## config.mk

```make
export PLATFORM = sky130hd
export DESIGN_NAME = vlmr_ctrl
export DESIGN_NICKNAME = d
export VERILOG_FILES = /design/src/rtl/vlmr_pkg.sv /design/src/rtl/vlmr_ctrl.sv
export SDC_FILE = /design/constraint.sdc
export NUM_CORES = 1
export LEC_CHECK = 0
export ABC_AREA = 1
export BUFFER_PORTS_ARGS = -buffer_cell sky130_fd_sc_hd__buf_2
export CORE_AREA = 4 4 41 43
export CTS_BUF_LIST = sky130_fd_sc_hd__clkbuf_8
export DETAILED_ROUTE_END_ITERATION = 10
export DIE_AREA = 0 0 45 47
export GPL_TIMING_DRIVEN = 1
export SYNTH_ARGS = -nofsm -noshare
export SYNTH_HDL_FRONTEND = slang
export SYNTH_SLANG_ARGS = --single-unit
```

## constraint.sdc

```tcl
create_clock -name clk_i -period 1.3 [get_ports clk_i]
set_input_delay 0.065 -clock clk_i [delete_from_list [all_inputs] [get_ports clk_i]]
set_output_delay 0.065 -clock clk_i [all_outputs]
set_load 0.02 [all_outputs]
```

## src/rtl/vlmr_pkg.sv

```systemverilog
// Shared types, field widths and codes for the variable-length message ring.
package vlmr_pkg;

  localparam int unsigned KIND_W       = 3;
  localparam int unsigned PAYLOAD_W    = 13;
  localparam int unsigned OFFSET_W     = 12;
  localparam int unsigned BYTE_W       = 8;
  localparam int unsigned QLEN_W       = 13;
  localparam int unsigned RES_W        = 12;
  localparam int unsigned S_TDATA_W    = 40;
  localparam int unsigned S_TUSER_W    = 3;
  localparam int unsigned M_TDATA_W    = 48;
  // The header's length field spans eight bytes; only the low two matter
  // against a ring of at most 8191 bytes, the rest only need a nonzero flag.
  localparam int unsigned HDR_LEN_BYTES = 8;
  localparam int unsigned HDR_IDX_W     = 3;
  localparam int unsigned HDR_KEEP_W    = 16;

  localparam logic [QLEN_W-1:0] QLEN_RESET = 13'd4096;

  typedef enum logic [KIND_W-1:0] {
    KIND_ADD_BEGIN    = 3'd0,
    KIND_PUT_BYTE     = 3'd1,
    KIND_ADD_COMPLETE = 3'd2,
    KIND_GET_BEGIN    = 3'd3,
    KIND_GET_BYTE     = 3'd4,
    KIND_GET_COMPLETE = 3'd5
  } kind_e;

  typedef enum logic [2:0] {
    ST_IDLE,
    ST_EXEC,
    ST_MOD,
    ST_APPLY,
    ST_HDR,
    ST_HWAIT,
    ST_FIN
  } state_e;

  typedef struct packed {
    logic item_load;
    logic mod_start;
    logic ram_we;
    logic ram_re;
    logic wp_load;
    logic rp_load;
    logic hdr_start;
    logic hdr_rd;
    logic out_load;
  } cmd_t;

  typedef struct packed {
    kind_e kind;
    logic  wp_ok;
    logic  ptrs_ok;
    logic  empty;
    logic  len_small;
    logic  gc_ok;
    logic  mod_done;
    logic  hdr_last;
    logic  out_free;
  } sts_t;

endpackage

```

## src/rtl/vlmr_ctrl.sv

```systemverilog
// Controller state machine: sequences one operation through the datapath.
module vlmr_ctrl (
  input  logic           clk_i,
  input  logic           rst_ni,
  input  logic           s_valid_i,
  input  logic           cfg_valid_i,
  input  vlmr_pkg::sts_t sts_i,
  output vlmr_pkg::cmd_t cmd_o,
  output logic           s_ready_o,
  output logic           cfg_ready_o
);

  vlmr_pkg::state_e state_q, state_d;

  always_ff @(posedge clk_i or negedge rst_ni) begin
    if (!rst_ni) begin
      state_q <= vlmr_pkg::ST_IDLE;
    end else begin
      state_q <= state_d;
    end
  end

  always_comb begin
    state_d     = state_q;
    cmd_o       = '0;
    s_ready_o   = 1'b0;
    cfg_ready_o = 1'b0;
    case (state_q)
      vlmr_pkg::ST_IDLE: begin
        // configuration writes win over a new beat
        cfg_ready_o = 1'b1;
        s_ready_o   = !cfg_valid_i;
        if (s_valid_i && !cfg_valid_i) begin
          cmd_o.item_load = 1'b1;
          state_d         = vlmr_pkg::ST_EXEC;
        end
      end
      vlmr_pkg::ST_EXEC: begin
        state_d = vlmr_pkg::ST_FIN;
        case (sts_i.kind)
          vlmr_pkg::KIND_PUT_BYTE, vlmr_pkg::KIND_GET_BYTE: begin
            cmd_o.mod_start = 1'b1;
            state_d         = vlmr_pkg::ST_MOD;
          end
          vlmr_pkg::KIND_ADD_COMPLETE: begin
            if (sts_i.wp_ok) begin
              cmd_o.mod_start = 1'b1;
              state_d         = vlmr_pkg::ST_MOD;
            end
          end
          vlmr_pkg::KIND_GET_COMPLETE: begin
            if (sts_i.gc_ok) begin
              cmd_o.mod_start = 1'b1;
              state_d         = vlmr_pkg::ST_MOD;
            end
          end
          vlmr_pkg::KIND_GET_BEGIN: begin
            if (sts_i.ptrs_ok && !sts_i.empty && !sts_i.len_small) begin
              cmd_o.hdr_start = 1'b1;
              state_d         = vlmr_pkg::ST_HDR;
            end
          end
          default: begin
            state_d = vlmr_pkg::ST_FIN;
          end
        endcase
      end
      vlmr_pkg::ST_MOD: begin
        if (sts_i.mod_done) begin
          state_d = vlmr_pkg::ST_APPLY;
        end
      end
      vlmr_pkg::ST_APPLY: begin
        state_d = vlmr_pkg::ST_FIN;
        case (sts_i.kind)
          vlmr_pkg::KIND_PUT_BYTE:     cmd_o.ram_we  = 1'b1;
          vlmr_pkg::KIND_ADD_COMPLETE: cmd_o.wp_load = 1'b1;
          vlmr_pkg::KIND_GET_BYTE:     cmd_o.ram_re  = 1'b1;
          vlmr_pkg::KIND_GET_COMPLETE: cmd_o.rp_load = 1'b1;
          default: begin
            state_d = vlmr_pkg::ST_FIN;
          end
        endcase
      end
      vlmr_pkg::ST_HDR: begin
        cmd_o.hdr_rd = 1'b1;
        if (sts_i.hdr_last) begin
          state_d = vlmr_pkg::ST_HWAIT;
        end
      end
      vlmr_pkg::ST_HWAIT: begin
        // last header byte lands this cycle
        state_d = vlmr_pkg::ST_FIN;
      end
      vlmr_pkg::ST_FIN: begin
        if (sts_i.out_free) begin
          cmd_o.out_load = 1'b1;
          state_d        = vlmr_pkg::ST_IDLE;
        end
      end
      default: begin
        state_d = vlmr_pkg::ST_IDLE;
      end
    endcase
  end

endmodule

```

# Word-level counts from Yosys, hierarchy flattened
# Index checks and enable logic that the tools add are counted.
dict set report word_totals {
  ff_bits 3
  in_bits 15
  out_inout_bits 11
  word_cells 54
}
dict set report op_classes {
  mux 28
  reduce_logical 10
  n_eq_ne 15
}
# operator count
set op_table {}
lappend op_table {{$mux W3} 6}
lappend op_table {{$pmux W3 S6} 1}
lappend op_table {{$mux W1} 17}
lappend op_table {{$eq A3 B3 Y1 const B} 5}
lappend op_table {{$eq A3 B2 Y1 const B} 4}
lappend op_table {{$pmux W3 S4} 1}
lappend op_table {{$ne A2 B2 Y1 const B} 4}
lappend op_table {{$eq A3 B1 Y1 const B} 2}
lappend op_table {{$mux W4} 1}
lappend op_table {{$reduce_and A4 Y1} 1}
lappend op_table {{$reduce_or A2 Y1} 2}
lappend op_table {{$logic_and A1 B1 Y1} 3}
lappend op_table {{$logic_not A1 Y1} 3}
lappend op_table {{$logic_not A3 Y1} 1}
lappend op_table {{$pmux W1 S3} 1}
lappend op_table {{$mux W2} 1}

# Depth between registers and ports, before layout
dict set report depth {
  depth_word 6
  mapped_depth 8
  mapped_depth_nobuf 8
}

# Least setup slack after synthesis
# OpenSTA, ideal clock, no wires.
dict set report synth_timing {
  path_type {reg2out}
  from {register state_q[2]}
  to {output port cmd_o[4] in the netlist's numbering}
  t_required_ns 1.235
  n_path_buf 0
  t_arrival_ns 1.417
  path_stages_with_launch 6
  path_slack_ns -0.182
  path_cell_list {dfrtp_1 > inv_1 > nand2_1 > nor2_1 > inv_1 > nor4_1}
}
# element line_no
set synth_rtl {}
lappend synth_rtl {{from (decl)} vlmr_ctrl.sv:13} ;# vlmr_pkg::state_e state_q, state_d;
lappend synth_rtl {{from (signal assigned)} vlmr_ctrl.sv:17} ;# state_q <= vlmr_pkg::ST_IDLE;
lappend synth_rtl {{from (signal assigned)} vlmr_ctrl.sv:19} ;# state_q <= state_d;
lappend synth_rtl {{to (decl)} vlmr_ctrl.sv:8} ;# output vlmr_pkg::cmd_t cmd_o,

==> flow_summary.json <==
{
  "finClkSkew_ns": 0.00368,
  "grt_pass1_wl_um": 1730,
  "leakage_nw": 0.375,
  "place.gp.congestion": 0.758,
  "powerDensity_nw_per_um2": 1960,
  "grtUsageTotal_pct": 11.7,
  "status": "complete, but fails checks",
  "syn_area_um2": 370,
  "worst_pin_slew_ns": 0.189,
  "largestRegisters": "state_q x3",
  "syn-instance-count": 66,
  "initial_utilization_pct": 28.5,
  "wl_per_cell_um": 9.87,
  "crit_slowest_cell": "dfrtp_1",
  "registers.top_by_ff_count": "state_q",
  "portBuffers": 25,
  "grt_max_degree": 8,
  "worstSkewPairLatency_ns": 0.22,
  "nets": 118,
  "num_io_pins": 26,
  "slew_viol_final": 0,
  "path_cells": "inv_2, nand2_2, nor2_4, inv_1, nor3_2, buf_4",
  "via_per_inst": 4.62,
  "ir_drop_mv": 0.846,
  "die_area_um2": 2120,
  "cts_sinks": 3,
  "critPathMaxFanout": 3,
  "n_antenna_cell": 0,
  "syn_avg_cell_area_um2": 5.61,
  "violations": "negative setup slack",
  "root_buffer": "clkbuf_8",
  "num_rows": 13,
  "worstSetupPathType": "reg2out",
  "slew_headroom_pct": 87.3,
  "fin_util_pct": 53.3,
  "grt_pass1_vias": 450,
  "final_common_cell": "buf_2",
  "final_cell_mix": "buf_2 (18), buf_4 (13), nand2_1 (12)",
  "critical_path.startpoint_type": "register",
  "clk_path_buf_depth": 2,
  "crit_path_max_incr_delay_ns": 0.40,
  "path_clk_slew_ns": 0.03,
  "worst_setup_path_end_kind": "output port",
  "cts_made_buffers": 3,
  "antenna_found_initial": 0,
  "cts_max_level": 1,
  "finalHoldViolCount": 0,
  "drc_errors": 0,
  "worstPathArrival_ns": 1.25,
  "finalCritPeriodShare_pct": 101,
  "syn-num-nets": 81,
  "synth_seq_cells": 3,
  "setup_violations": 3,
  "netlist-cell-type-count": 17,
  "coreArea_um2": 1300,
  "drt_pass1_iterations": 3,
  "worst_slack_ns": -0.0106,
  "drt_wl_total_um": 1160,
  "drt_iter0_drc": 1,
  "min_path_type": "in2async",
  "die_h_um": 47,
  "final_antenna_net_count": 0,
  "largest_reg_flops": 3,
  "final_layout_size_suffix_gt1_share_pct": 54.9,
  "vias": 540,
  "min_period_ns": 1.31,
  "cts_tree": "yes",
  "die_w_um": 45,
  "hpwlAfterDp_um": 834,
  "grt_overflow": 0,
  "reg2reg_depth": 9,
  "yosys_warnings": 0,
  "setup-tns-final_ns": -0.0205,
  "required_ns": 1.24,
  "rsz0062_at_grt": "true",
  "cap_violations": 0,
  "area_growth_pct": 87.2,
  "ys_seq_area_share_pct": 20.3,
  "timing.fmax_mhz": 763
}
logic make-up (layout without fill, tap and decap cells):
group | count (synthesis) | after routing | synth area share (%)
buf+inv | 14 | 50 | 14.2
compound gates | 4 | 4 | 6.76
simple gates | 45 | 45 | 58.8
flops | 3 | 3 | 20.3
critical path, delay by kind of cell (launching register included):
kind	cells	cell delay, ns
AND/OR/NAND/NOR	3	0.29
buffers and inverters	3	0.34
flip-flops	1	0.40
layout make-up:
type,instances,area [um^2]
Timing Repair Buffer,32,198
Inverter,14,52.6
Multi-Input combinational cell,49,304
Sequential cell,3,75.1
Fill cell,135,608
Tap cell,15,18.8
Clock inverter,1,3.75
Clock buffer,3,41.3
synth_stat cells:
| cell | number | area [um^2] |
|---|---|---|
| nand2_1 | 14 | 52.6 |
| nor2_1 | 10 | 37.5 |
| a21oi_1 | 1 | 5.00 |
| nor3_1 | 4 | 20.0 |
| nand2_2 | 4 | 25.0 |
| nor2_4 | 1 | 11.3 |
| inv_2 | 2 | 7.51 |
| nor2_2 | 2 | 12.5 |
| nand3_1 | 3 | 15.0 |
| dfrtp_1 | 3 | 75.1 |
| inv_1 | 12 | 45.0 |
| o21ai_2 | 1 | 8.76 |
| o21ai_0 | 1 | 5.00 |
| a31oi_1 | 1 | 6.26 |
| nand4_1 | 4 | 25.0 |
| and2_1 | 1 | 6.26 |
| nor4_1 | 2 | 12.5 |
where the power goes:
part / internal [mW] / switching [mW]
clock network: 0.201 / 0.0656
registers: 0.142 / 0.0429
logic: 0.367 / 0.536
total: 0.711 / 0.645
stage by stage:
step	std cells	hold slack, ns	cell area, um^2	total power [mW]	setup WS [ns]
floorplan	66	-0.231	375	0.671	-0.182
global placement	108	-0.137	534	0.870	0.119
detailed placement	108	-0.138	534	0.869	0.127
CTS	116	0.158	643	1.29	-0.0679
global route	117	0.187	693	1.49	-0.0902
finish	117	0.165	693	1.36	-0.0106
per-layer routing:
layer	vias to the layer above	GRT usage [%]	part of all wire (%)
li1	280	-	-
met1	235	12.8	39
met2	23	19.2	48
met3	2	2.30	10
met4	0	10.5	2.5
met5	-	0	0
final timing paths:
kind	slack, ns	start	end
max	-0.01	state_q[0]	cmd_o[8]
min	0.17	rst_ni	state_q[1]
max reg2reg	0.11	state_q[2]	state_q[1]
min reg2reg	0.61	state_q[0]	state_q[0]
max in group asynchronous	1.03	rst_ni	state_q[2]
min in group clk_i	0.22	sts_i[1]	state_q[2]
timing repair:
item / in CTS / in global routing
hold endpoints to repair: 3 / 0
setup buffers: 3 / 1
resized for setup: 11 / 11
hold buffers: 1 / 0
endpoints found under the setup margin: 8 / 9
pin swaps: 2 / 2
Note: power is estimated with default switching activity, not from simulation.
